**src/design/asc_pkg.sv**
```systemverilog
// Shared types, constants and microcode ROM for the Ascon-128 AEAD core.
// No dependencies; used by asc_round and ascon_aead_core_top.
package asc_pkg;

    // Permutation state: five 64-bit lanes x0..x4
    typedef logic [4:0][63:0] state_t;

    // Initialization vector for Ascon-128
    localparam logic [63:0] ASCON_IV = 64'h80400c0600000000;

    // Round numbering follows the 12-round schedule; 6-round runs start at FIRST_P6
    localparam logic [3:0] FIRST_P12 = 4'd0;
    localparam logic [3:0] FIRST_P6  = 4'd6;
    localparam logic [3:0] LAST_RND  = 4'd11;

    // Input item kinds (tuser)
    typedef enum logic [1:0] {
        FN_START  = 2'd0,
        FN_AD     = 2'd1,
        FN_DATA   = 2'd2,
        FN_FINISH = 2'd3
    } func_t;

    // Configuration register indexes
    typedef enum logic [1:0] {
        CFG_KEY_HIGH = 2'd0,
        CFG_KEY_LOW  = 2'd1,
        CFG_DECRYPT  = 2'd2
    } cfg_idx_t;

    // Microcode operations
    typedef enum logic [3:0] {
        OP_IDLE,    // wait for an input transfer, dispatch on its kind
        OP_LOAD,    // load IV, key, nonce
        OP_ROUND,   // one permutation round; repeat until the last round
        OP_KEY,     // x3,x4 ^= key after initialization
        OP_ADX,     // absorb associated data unless already separated
        OP_DCHK,    // run owed rounds before a data block if any
        OP_DATA,    // absorb/squeeze one data block, emit result
        OP_FIN,     // separation, key into x1,x2 before final rounds
        OP_TAG      // emit tag and match flag
    } op_t;

    typedef logic [3:0] upc_t;

    // Control word: operation, next step, alternate step on condition
    typedef struct packed {
        op_t  op;
        upc_t nxt;
        upc_t alt;
    } uword_t;

    // Program addresses
    localparam upc_t A_IDLE  = 4'd0;
    localparam upc_t A_LOAD  = 4'd1;
    localparam upc_t A_RND_I = 4'd2;
    localparam upc_t A_KEY   = 4'd3;
    localparam upc_t A_ADX   = 4'd4;
    localparam upc_t A_RND_A = 4'd5;
    localparam upc_t A_DCHK  = 4'd6;
    localparam upc_t A_RND_D = 4'd7;
    localparam upc_t A_DATA  = 4'd8;
    localparam upc_t A_FIN   = 4'd9;
    localparam upc_t A_RND_F = 4'd10;
    localparam upc_t A_TAG   = 4'd11;

    // Microcode ROM
    function automatic uword_t ucode(input upc_t addr);
        uword_t w;
        unique case (addr)
            A_IDLE:  w = '{op: OP_IDLE,  nxt: A_IDLE,  alt: A_IDLE};
            A_LOAD:  w = '{op: OP_LOAD,  nxt: A_RND_I, alt: A_IDLE};
            A_RND_I: w = '{op: OP_ROUND, nxt: A_KEY,   alt: A_IDLE};
            A_KEY:   w = '{op: OP_KEY,   nxt: A_IDLE,  alt: A_IDLE};
            A_ADX:   w = '{op: OP_ADX,   nxt: A_RND_A, alt: A_IDLE};
            A_RND_A: w = '{op: OP_ROUND, nxt: A_IDLE,  alt: A_IDLE};
            A_DCHK:  w = '{op: OP_DCHK,  nxt: A_RND_D, alt: A_DATA};
            A_RND_D: w = '{op: OP_ROUND, nxt: A_DATA,  alt: A_IDLE};
            A_DATA:  w = '{op: OP_DATA,  nxt: A_IDLE,  alt: A_IDLE};
            A_FIN:   w = '{op: OP_FIN,   nxt: A_RND_F, alt: A_IDLE};
            A_RND_F: w = '{op: OP_ROUND, nxt: A_TAG,   alt: A_IDLE};
            A_TAG:   w = '{op: OP_TAG,   nxt: A_IDLE,  alt: A_IDLE};
            default: w = '{op: OP_IDLE,  nxt: A_IDLE,  alt: A_IDLE};
        endcase
        return w;
    endfunction

    // Entry point of each item's program
    function automatic upc_t entry(input func_t fn);
        upc_t a;
        unique case (fn)
            FN_START:  a = A_LOAD;
            FN_AD:     a = A_ADX;
            FN_DATA:   a = A_DCHK;
            FN_FINISH: a = A_FIN;
            default:   a = A_IDLE;
        endcase
        return a;
    endfunction

endpackage

```
**src/design/asc_round.sv**
```systemverilog
// One Ascon permutation round: constant addition, S-box layer, linear layer.
// Depends on asc_pkg (state_t).
module asc_round (
    input  asc_pkg::state_t x_in,
    input  logic [7:0]      rc,
    output asc_pkg::state_t x_out
);
    import asc_pkg::*;

    state_t p;
    state_t q;
    state_t r;

    // Constant addition and S-box input mixing
    assign p[0] = x_in[0] ^ x_in[4];
    assign p[1] = x_in[1];
    assign p[2] = x_in[2] ^ {56'd0, rc} ^ x_in[1];
    assign p[3] = x_in[3];
    assign p[4] = x_in[4] ^ x_in[3];

    // Chi-like nonlinear step
    assign q[0] = p[0] ^ (~p[1] & p[2]);
    assign q[1] = p[1] ^ (~p[2] & p[3]);
    assign q[2] = p[2] ^ (~p[3] & p[4]);
    assign q[3] = p[3] ^ (~p[4] & p[0]);
    assign q[4] = p[4] ^ (~p[0] & p[1]);

    // S-box output mixing
    assign r[0] = q[0] ^ q[4];
    assign r[1] = q[1] ^ q[0];
    assign r[2] = ~q[2];
    assign r[3] = q[3] ^ q[2];
    assign r[4] = q[4];

    // Linear diffusion, rotate right
    assign x_out[0] = r[0] ^ {r[0][18:0], r[0][63:19]} ^ {r[0][27:0], r[0][63:28]};
    assign x_out[1] = r[1] ^ {r[1][60:0], r[1][63:61]} ^ {r[1][38:0], r[1][63:39]};
    assign x_out[2] = r[2] ^ {r[2][0],    r[2][63:1]}  ^ {r[2][5:0],  r[2][63:6]};
    assign x_out[3] = r[3] ^ {r[3][9:0],  r[3][63:10]} ^ {r[3][16:0], r[3][63:17]};
    assign x_out[4] = r[4] ^ {r[4][6:0],  r[4][63:7]}  ^ {r[4][40:0], r[4][63:41]};

endmodule

```
**src/design/ascon_aead_core_top.sv**
```systemverilog
// Ascon-128 AEAD core, top level: microcode sequencer, state and output register.
// Depends on asc_pkg and asc_round.
//
// Usage:
//   Configuration channel (cfg_valid/cfg_ready, cfg_index, cfg_data) writes the key
//   halves and the decrypt flag; write it only while the core is idle.
//   Input stream s_axis_*: tuser selects start, associated data, data or finish;
//   tdata carries the words. An input transfer is taken only when the sequencer
//   sits at its idle step; the item then runs its microprogram, one step a cycle
//   except while an emit step waits for the output register. Associated data is
//   ignored after separation; a later data block first runs the owed rounds.
//   Rounds run on the single round unit, one permutation round per cycle.
//   Output stream m_axis_*: one result per data or finish item, held in an output
//   register. The sequencer keeps working while a result waits and stalls only at
//   its next emit step if the receiver has not taken the previous result.
//   Reset clears the permutation state, phase flags, key and mode to zero and
//   leaves the output channel empty.
module ascon_aead_core_top (
    input  logic         clk,
    input  logic         rst_n,
    // configuration write channel
    input  logic         cfg_valid,
    output logic         cfg_ready,
    input  logic [1:0]   cfg_index,
    input  logic [63:0]  cfg_data,
    // input stream
    input  logic         s_axis_tvalid,
    output logic         s_axis_tready,
    input  logic [127:0] s_axis_tdata,   // word_a [63:0], word_b [127:64]
    input  logic [1:0]   s_axis_tuser,   // func [1:0]
    // output stream
    output logic         m_axis_tvalid,
    input  logic         m_axis_tready,
    output logic [199:0] m_axis_tdata,   // data_word [63:0], tag_high [127:64],
                                         // tag_low [191:128], tag_match [192], zero
    output logic [0:0]   m_axis_tuser    // is_tag [0]
);
    import asc_pkg::*;

    // Control state
    upc_t        upc_reg, upc_next;
    logic [3:0]  rnd_reg, rnd_next;
    logic        sep_reg, sep_next;
    logic        pend_reg, pend_next;
    state_t      x_reg, x_next;
    logic [63:0] kh_reg, kh_next;
    logic [63:0] kl_reg, kl_next;
    logic        dec_reg, dec_next;
    logic        ov_reg, ov_next;

    // Payload registers
    logic [63:0] wa_reg, wb_reg;
    logic        o_tag_reg, o_tag_next;
    logic [63:0] o_data_reg, o_data_next;
    logic [63:0] o_th_reg, o_th_next;
    logic [63:0] o_tl_reg, o_tl_next;
    logic        o_match_reg, o_match_next;

    uword_t      uw;
    state_t      x_rnd;
    logic [7:0]  rc;
    logic        in_xfer;
    logic        out_free;
    logic        emit;
    logic [63:0] res;
    logic [63:0] th;
    logic [63:0] tl;

    assign uw            = ucode(upc_reg);
    assign cfg_ready     = 1'b1;
    assign s_axis_tready = (uw.op == OP_IDLE);
    assign in_xfer       = s_axis_tvalid && s_axis_tready;
    assign out_free      = !ov_reg || m_axis_tready;
    assign emit          = out_free && (uw.op == OP_DATA || uw.op == OP_TAG);

    // Round constant for the current round index
    assign rc = {4'hF - rnd_reg, rnd_reg};

    asc_round u_round (
        .x_in  (x_reg),
        .rc    (rc),
        .x_out (x_rnd)
    );

    // Data block and tag values
    assign res = x_reg[0] ^ wa_reg;
    assign th  = x_reg[3] ^ kh_reg;
    assign tl  = x_reg[4] ^ kl_reg;

    // Sequencer and datapath next state
    always_comb
    begin
        upc_next     = upc_reg;
        rnd_next     = rnd_reg;
        sep_next     = sep_reg;
        pend_next    = pend_reg;
        x_next       = x_reg;
        kh_next      = kh_reg;
        kl_next      = kl_reg;
        dec_next     = dec_reg;
        ov_next      = ov_reg && !m_axis_tready;
        o_tag_next   = o_tag_reg;
        o_data_next  = o_data_reg;
        o_th_next    = o_th_reg;
        o_tl_next    = o_tl_reg;
        o_match_next = o_match_reg;

        // configuration writes
        if (cfg_valid)
        begin
            unique case (cfg_idx_t'(cfg_index))
                CFG_KEY_HIGH: kh_next  = cfg_data;
                CFG_KEY_LOW:  kl_next  = cfg_data;
                CFG_DECRYPT:  dec_next = cfg_data[0];
                default:      ;
            endcase
        end

        unique case (uw.op)
            OP_IDLE:
            begin
                if (in_xfer)
                    upc_next = entry(func_t'(s_axis_tuser));
            end
            OP_LOAD:
            begin
                x_next[0] = ASCON_IV;
                x_next[1] = kh_reg;
                x_next[2] = kl_reg;
                x_next[3] = wa_reg;
                x_next[4] = wb_reg;
                rnd_next  = FIRST_P12;
                upc_next  = uw.nxt;
            end
            OP_ROUND:
            begin
                x_next = x_rnd;
                if (rnd_reg == LAST_RND)
                    upc_next = uw.nxt;
                else
                    rnd_next = rnd_reg + 4'd1;
            end
            OP_KEY:
            begin
                x_next[3] = x_reg[3] ^ kh_reg;
                x_next[4] = x_reg[4] ^ kl_reg;
                sep_next  = 1'b0;
                pend_next = 1'b0;
                upc_next  = uw.nxt;
            end
            OP_ADX:
            begin
                if (sep_reg)
                    upc_next = uw.alt;
                else
                begin
                    x_next[0] = x_reg[0] ^ wa_reg;
                    rnd_next  = FIRST_P6;
                    upc_next  = uw.nxt;
                end
            end
            OP_DCHK:
            begin
                if (pend_reg)
                begin
                    rnd_next = FIRST_P6;
                    upc_next = uw.nxt;
                end
                else
                    upc_next = uw.alt;
            end
            OP_DATA:
            begin
                if (out_free)
                begin
                    // separation is due once, before the first data block
                    if (!sep_reg)
                        x_next[4] = x_reg[4] ^ 64'd1;
                    sep_next     = 1'b1;
                    x_next[0]    = dec_reg ? wa_reg : res;
                    pend_next    = 1'b1;
                    ov_next      = 1'b1;
                    o_tag_next   = 1'b0;
                    o_data_next  = res;
                    o_th_next    = '0;
                    o_tl_next    = '0;
                    o_match_next = 1'b0;
                    upc_next     = uw.nxt;
                end
            end
            OP_FIN:
            begin
                x_next[1] = x_reg[1] ^ kh_reg;
                x_next[2] = x_reg[2] ^ kl_reg;
                x_next[4] = sep_reg ? x_reg[4] : (x_reg[4] ^ 64'd1);
                sep_next  = 1'b1;
                pend_next = 1'b0;
                rnd_next  = FIRST_P12;
                upc_next  = uw.nxt;
            end
            OP_TAG:
            begin
                if (out_free)
                begin
                    ov_next      = 1'b1;
                    o_tag_next   = 1'b1;
                    o_data_next  = '0;
                    o_th_next    = th;
                    o_tl_next    = tl;
                    o_match_next = dec_reg && th == wa_reg && tl == wb_reg;
                    upc_next     = uw.nxt;
                end
            end
            default: upc_next = A_IDLE;
        endcase
    end

    // Control and state registers
    always_ff @(posedge clk or negedge rst_n)
    begin
        if (!rst_n)
        begin
            upc_reg  <= A_IDLE;
            rnd_reg  <= FIRST_P12;
            sep_reg  <= 1'b0;
            pend_reg <= 1'b0;
            x_reg    <= '0;
            kh_reg   <= '0;
            kl_reg   <= '0;
            dec_reg  <= 1'b0;
            ov_reg   <= 1'b0;
        end
        else
        begin
            upc_reg  <= upc_next;
            rnd_reg  <= rnd_next;
            sep_reg  <= sep_next;
            pend_reg <= pend_next;
            x_reg    <= x_next;
            kh_reg   <= kh_next;
            kl_reg   <= kl_next;
            dec_reg  <= dec_next;
            ov_reg   <= ov_next;
        end
    end

    // Input words and output payload
    always_ff @(posedge clk)
    begin
        if (in_xfer)
        begin
            wa_reg <= s_axis_tdata[63:0];
            wb_reg <= s_axis_tdata[127:64];
        end
        o_tag_reg   <= o_tag_next;
        o_data_reg  <= o_data_next;
        o_th_reg    <= o_th_next;
        o_tl_reg    <= o_tl_next;
        o_match_reg <= o_match_next;
    end

    assign m_axis_tvalid   = ov_reg;
    assign m_axis_tuser[0] = o_tag_reg;
    assign m_axis_tdata    = {7'd0, o_match_reg, o_tl_reg, o_th_reg, o_data_reg};

    // Round index never runs past the last round
    a_rnd_range: assert property (@(posedge clk) disable iff (!rst_n)
        rnd_reg <= LAST_RND)
        else $error("round index out of range");

    // An accepted item always leaves the idle step
    a_dispatch: assert property (@(posedge clk) disable iff (!rst_n)
        in_xfer |=> upc_reg != A_IDLE)
        else $error("accepted item not dispatched");

    // After the tag is emitted no data rounds are owed and separation is done
    a_tag_flags: assert property (@(posedge clk) disable iff (!rst_n)
        (uw.op == OP_TAG && emit) |=> (!pend_reg && sep_reg && m_axis_tvalid))
        else $error("phase flags wrong after tag");

    // Initialization leaves the separation and pending flags clear
    a_init_flags: assert property (@(posedge clk) disable iff (!rst_n)
        (uw.op == OP_KEY) |=> (!sep_reg && !pend_reg))
        else $error("phase flags wrong after initialization");

    // Data emit comes after any owed rounds; afterwards rounds are owed, separation done, no tag
    a_data_emit: assert property (@(posedge clk) disable iff (!rst_n)
        (uw.op == OP_DATA && emit) |=> (pend_reg && sep_reg && !m_axis_tuser[0]))
        else $error("data emit flags wrong");

endmodule

```
**config.mk**
```make
export PLATFORM = sky130hd
export DESIGN_NAME = ascon_aead_core_top
export DESIGN_NICKNAME = d
export VERILOG_FILES = /design/src/design/asc_pkg.sv /design/src/design/asc_round.sv /design/src/design/ascon_aead_core_top.sv
export SDC_FILE = /design/constraint.sdc
export NUM_CORES = 2
export LEC_CHECK = 0
export ABC_AREA = 0
export BUFFER_PORTS_ARGS = -buffer_cell sky130_fd_sc_hd__clkbuf_2
export CORE_MARGIN = 1
export CORE_UTILIZATION = 45
export DETAILED_ROUTE_END_ITERATION = 10
export GPL_TIMING_DRIVEN = 1
export PLACE_DENSITY = 0.72
export SETUP_SLACK_MARGIN = 0.1
export SLEW_MARGIN = 40
export SYNTH_ARGS = -nofsm -noshare
export SYNTH_HDL_FRONTEND = slang
export SYNTH_SLANG_ARGS = --single-unit
export TNS_END_PERCENT = 30
```
**constraint.sdc**
```tcl
create_clock -name clk -period 14 [get_ports clk]
set_input_delay 0.7 -clock clk [delete_from_list [all_inputs] [get_ports clk]]
set_output_delay 0.7 -clock clk [all_outputs]
set_load 0.05 [all_outputs]
```
# Word-level counts from Yosys, hierarchy flattened
# Memory sizes are Yosys's and may differ from the RTL's.
# Cells that the tools add are included.
# word_totals
ff_bits	782
mem_bits_ro	144
inputBits	201
wordCells	154
mem_count	1
# mem_list
name	depth	width	read_ports	rd_ports_with_merged_regs	write_ports	line_no	source
(no name shown)	16	9	1	0	0	asc_pkg.sv:70	unique case (addr)
# op_classes
n_addsub	2
n_eq_ne	24
mux	36
n_bitwise	39
n_reduce_logical	32
# ops
op	count
$xor 64x64->64	26
$mux 64	8
$not 64->64	6
$pmux 128 s3	1
$pmux 64 s2	3
$and 64x64->64	5
$pmux 64 s5	1
$pmux 64 s4	1
$pmux 64 s3	1
$eq 64x64->1	2
$xor 64x8->64	1
$mux 4	8
$pmux 4 s4	2
$pmux 4 s6	1
$eq 4x3->1 const B	4
$ne 2x2->1 const B	6
$reduce_and 2->1	6
$reduce_and 3->1	3
$reduce_bool 3->1	3
$eq 4x2->1 const B	2
$eq 4x4->1 const B	2
$reduce_bool 4->1	2
$eq 2x2->1 const B	3
$mux 1	6
18 further kinds	30

# Depth between registers and ports, before layout
# logic_depth
ltp_word	10
ltp_mapped	11

# Hierarchy
# Synthesis repeated with hierarchy kept, for this count alone.
# unflattened
hier_cells	5096
hier_area_um2	54504.8
# by_module_without_submodules
mod	n_inst	cells_per_inst	area_each_um2	seq_area_each_um2
ascon_aead_core_top	1	3500	37687.4	21180.3
asc_round	1	1596	16817.4	0.0

# Worst setup path after synthesis
# No wires, ideal clock.
# synth_path
kind	reg2reg
from	reg upc_reg[0]
to	reg o_tag_reg (netlist: m_axis_tuser) (enable)
setup_time_ns	0.752
t_arrival_ns	10.007
required_ns	13.248
setup_slack_ns	3.242
path_stages_with_launch	10
period_less_slack_ns	10.758
path_cell_list	dfrtp_1 > inv_1 > ha_1 > mux2i_2 > a2bb2oi_2 > buf_6 > buf_4 > clkbuf_1 > a31oi_1 > nor2_1
# synth_via
elab_chain_cells	4
elab_cells_between_ends	7
classes_between	4 x eq/ne; 2 x reduce/logical; 1 x memory
# synth_rtl
element	line_no	source
from (decl)	ascon_aead_core_top.sv:41	upc_t upc_reg, upc_next;
from (signal assigned)	ascon_aead_core_top.sv:235	upc_reg <= upc_next;
$mem_v2 16x9 *	--	
$eq 4x4->1 or $eq 4x3->1 (tied branches)	ascon_aead_core_top.sv:119	unique case (uw.op)
$ne 2x2->1 (no line) or $reduce_bool 2->1 (tied branches)	--	
$reduce_and 3->1 (no line) *	--	
to (signal assigned)	ascon_aead_core_top.sv:255	o_tag_reg <= o_tag_next;
to (decl)	ascon_aead_core_top.sv:53	logic o_tag_reg, o_tag_next;
# Every way passes the cells marked *; elsewhere a longest branch is shown, timed or not.
# A chain may end at the register's enable or synchronous reset.

# Worst setup path in the final report
# layout_path
from	reg upc_reg[3]
to	reg x_reg[256] in the netlist's numbering
# layout_via
elab_chain_cells	4
elab_cells_between_ends	10
classes_between	6 x eq/ne; 1 x mux; 2 x reduce/logical; 1 x memory
# layout_rtl
element	line_no	source
$mem_v2 16x9 *	--	
$eq 4x3->1, or another cell as far along	ascon_aead_core_top.sv:119	
$reduce_bool 5->1 (no line) or $ne 2x2->1 (tied branches)	--	
$reduce_and 2->1 (no line)	--	
to (signal assigned)	ascon_aead_core_top.sv:239	x_reg <= x_next;
to (decl)	ascon_aead_core_top.sv:45	state_t x_reg, x_next;
# Marked as above.

==> flow_summary.ini <==
[floorplan]
fp-row-count = 124
pin_count = 405
dieHeight_um = 342
die_area_mm2 = 0.117
start_util = 0.455
core-area_mm2 = 0.115
die_w_um = 342

[timing]
final_max_slew_viol_count = 0
hold_viol_final = 0
hold_slack_ns = 0.178
finalSetupTns_ns = 0
setup_viol = 0
max_freq_mhz = 220
period_share = 0.324
min_period_ns = 4.54
rsz0062_at_grt = false
skew_ns = 0.0187
timing.slew.headroom = 0.317
max_slew.worst_pin.slew_ns = 1.02

[final_layout]
fillers = 10053
stdcell_count = 6951
syn_to_final_growth_pct = 18.0
drive_gt1_frac = 0.206
fin_nets = 5690
largest_register_ffs = 320
utilization = 0.537

[worst_setup_path]
required_ns = 14.59
path_max_fanout = 34
crit_chain = nor2b_2 -> a2bb2oi_4 -> buf_4 -> buf_4 -> nor2_4 -> buf_4 -> buf_4 -> a221oi_1 -> o21a_1 -> o31ai_1
r2r_end = x_reg[256]$_DFFE_PN0P_
cp_top_family = buffers and inverters
cp.buffers_inverters = 4
worstSetupPathType = reg -> reg
cp-end-kind = flip-flop
arrival_ns = 5.13
max_stage_delay_ns = 0.70
timing.rr.start = upc_reg[3]$_DFFE_PN0P_
r2r_slack_ns = 9.46
cpMaxStageDelayCell = dfrtp_1
r2r_cells = 10
cp-start-kind = flip-flop
crit_top_cell = buf_4

[detailed_routing]
finalWirelength_mm = 276
dr_total_vias = 45389
first_iter_violations = 6584
vias_per_cell = 6.53
drc = 54
drt_pass1_iterations = 11
ant_nets = 0
routedWlPerCell_um = 39.8

[global_routing]
grt_pass1_vias = 42577
antenna_found_initial = 26
grt.overflow.total = 0
grt_pass1_wl_mm = 370
grt_max_degree = 123
track_usage = 0.465

[flow_run]
drv_cap = 0

[hold_path]
hold_class = in -> reg
hold_start = s_axis_tdata[34]
whs_path_depth = 1
hold_end = wa_reg[34]$_DFFE_PP_

[synthesis]
avgSynthCellArea_um2 = 10.6
yosys.cell_count.top_type = xnor2_1
ys_types = 83
synth_top_area_share = 0.221
synth_top_cell_by_area = dfrtp_1
ys_async_sr_fraction = 0.588
ys_top_cells_by_area = dfrtp_1 (22%), edfxtp_1 (19%), xnor2_1 (16%)
yosysSeqAreaShare = 0.406
synthFlopType = dfrtp_1
netlist_instances = 4919
synth_edf_count = 322
netlist_area_mm2 = 0.0521
synth-warning-count = 0
ys_seq_elements = 782
synth_common_cells = xnor2_1 (939), dfrtp_1 (460), edfxtp_1 (322), nor2_1 (296), nand2_1 (264)

[placed_design]
routabilityCongestion = 1.09
placedCellCount = 6771
port_buffers = 396
dpl.hpwl_mm = 212

[run_status]
status = finished with violations
violations = DRC

[cts]
cts.path.max_buffers = 3
numCtsBuffers = 88
post_cts_buffers = 0
root_buffer = clkbuf_16
clk_latency_ns = 0.70
cts.repair.resized = 0
tritoncts = yes
htree_levels = 3
clock-sinks = 782
path_clk_slew_ns = 0.06
[area by class of cell]
type	count	area [µm²]	share of cell area
multi-input cells	3685	31000	0.504
clock buffers	104	2350	0.0383
inverters	207	777	0.0126
clock inverters	60	636	0.0103
diodes	11	27.5	0.000447
flip-flops and latches	782	21200	0.344
repair buffers	590	3650	0.0593
well taps	1512	1890	0.0307
[through the flow]
stage	worst slack (ns)	instance area [µm²]
after floorplan	3.24	52200
after global placement	9.32	56700
after detailed placement	9.25	58200
after CTS	9.21	61200
after global routing	9.45	61500
final	9.46	61500
[worst max-delay path by stage]
stage | start | end | slack (ns) | depth (start not counted)
floorplan | upc_reg[0]$_DFFE_PN0P_ | m_axis_tuser$_DFFE_PP_ | 3.24 | 9
global placement | upc_reg[3]$_DFFE_PN0P_ | o_th_reg[30]$_SDFFCE_PN0P_ | 9.32 | 9
detailed placement | upc_reg[3]$_DFFE_PN0P_ | o_th_reg[31]$_SDFFCE_PN0P_ | 9.25 | 9
CTS | upc_reg[3]$_DFFE_PN0P_ | o_th_reg[33]$_SDFFCE_PN0P_ | 9.21 | 9
global route | upc_reg[3]$_DFFE_PN0P_ | x_reg[256]$_DFFE_PN0P_ | 9.45 | 10
finish | upc_reg[3]$_DFFE_PN0P_ | x_reg[256]$_DFFE_PN0P_ | 9.46 | 10
[worst register-to-register path: stages (launching register included)]
cell and delay (ns):
dfrtp_1 0.70, nor2b_2 0.54, a2bb2oi_4 0.10, buf_4 0.26, buf_4 0.37, nor2_4 0.52
buf_4 0.59, buf_4 0.72, a221oi_1 0.28, o21a_1 0.15, o31ai_1 0.22
[metal layers]
layer  routed length [µm]  vias up  GRT usage
met3                31600      764      0.129
met4                21600       20      0.301
met1               108000    22903      0.610
met2               115000     3374      0.674
met5                  298        -          0
li1                     -    18328          -
[kinds of logic after synthesis]
family	Yosys count	share of synthesized area
xor+xnor	1303	0.248
compound gates	1001	0.125
simple gates	872	0.0777
flops	782	0.406
buf+inv	458	0.0365
mux	302	0.0612
fa+ha+maj	199	0.0447
other cells	2	0.000144
[repair_timing]
action                                 CTS  global route
hold buffers                             1             0
setup endpoints to repair                0             0
endpoints found under the hold margin   47             0
[layout by cell type (no fill, tap or decap), types with 64 or more instances in the layout]
master / Yosys / layout
o22ai_1: 122 / 122
buf_4: 15 / 172
maj3_1: 64 / 64
xnor3_1: 78 / 78
nor3_1: 81 / 80
clkbuf_2: 4 / 395
o211ai_1: 66 / 66
nor2_1: 296 / 293
mux2i_1: 169 / 169
mux2_2: 132 / 132
xor2_1: 250 / 212
ha_1: 135 / 135
clkbuf_16: 0 / 91
nor3b_1: 106 / 105
nand2_1: 264 / 260
o21ai_0: 224 / 223
inv_1: 205 / 205
o221ai_1: 70 / 70
xnor2_2: 0 / 134
edfxtp_1: 322 / 322
xnor2_1: 939 / 788
dfrtp_1: 460 / 460
a21oi_1: 252 / 252
a32oi_1: 96 / 96
Power is left out: the tool's default activity adds up to more than one toggle a clock period on the data nets, which glitch-free logic cannot reach.
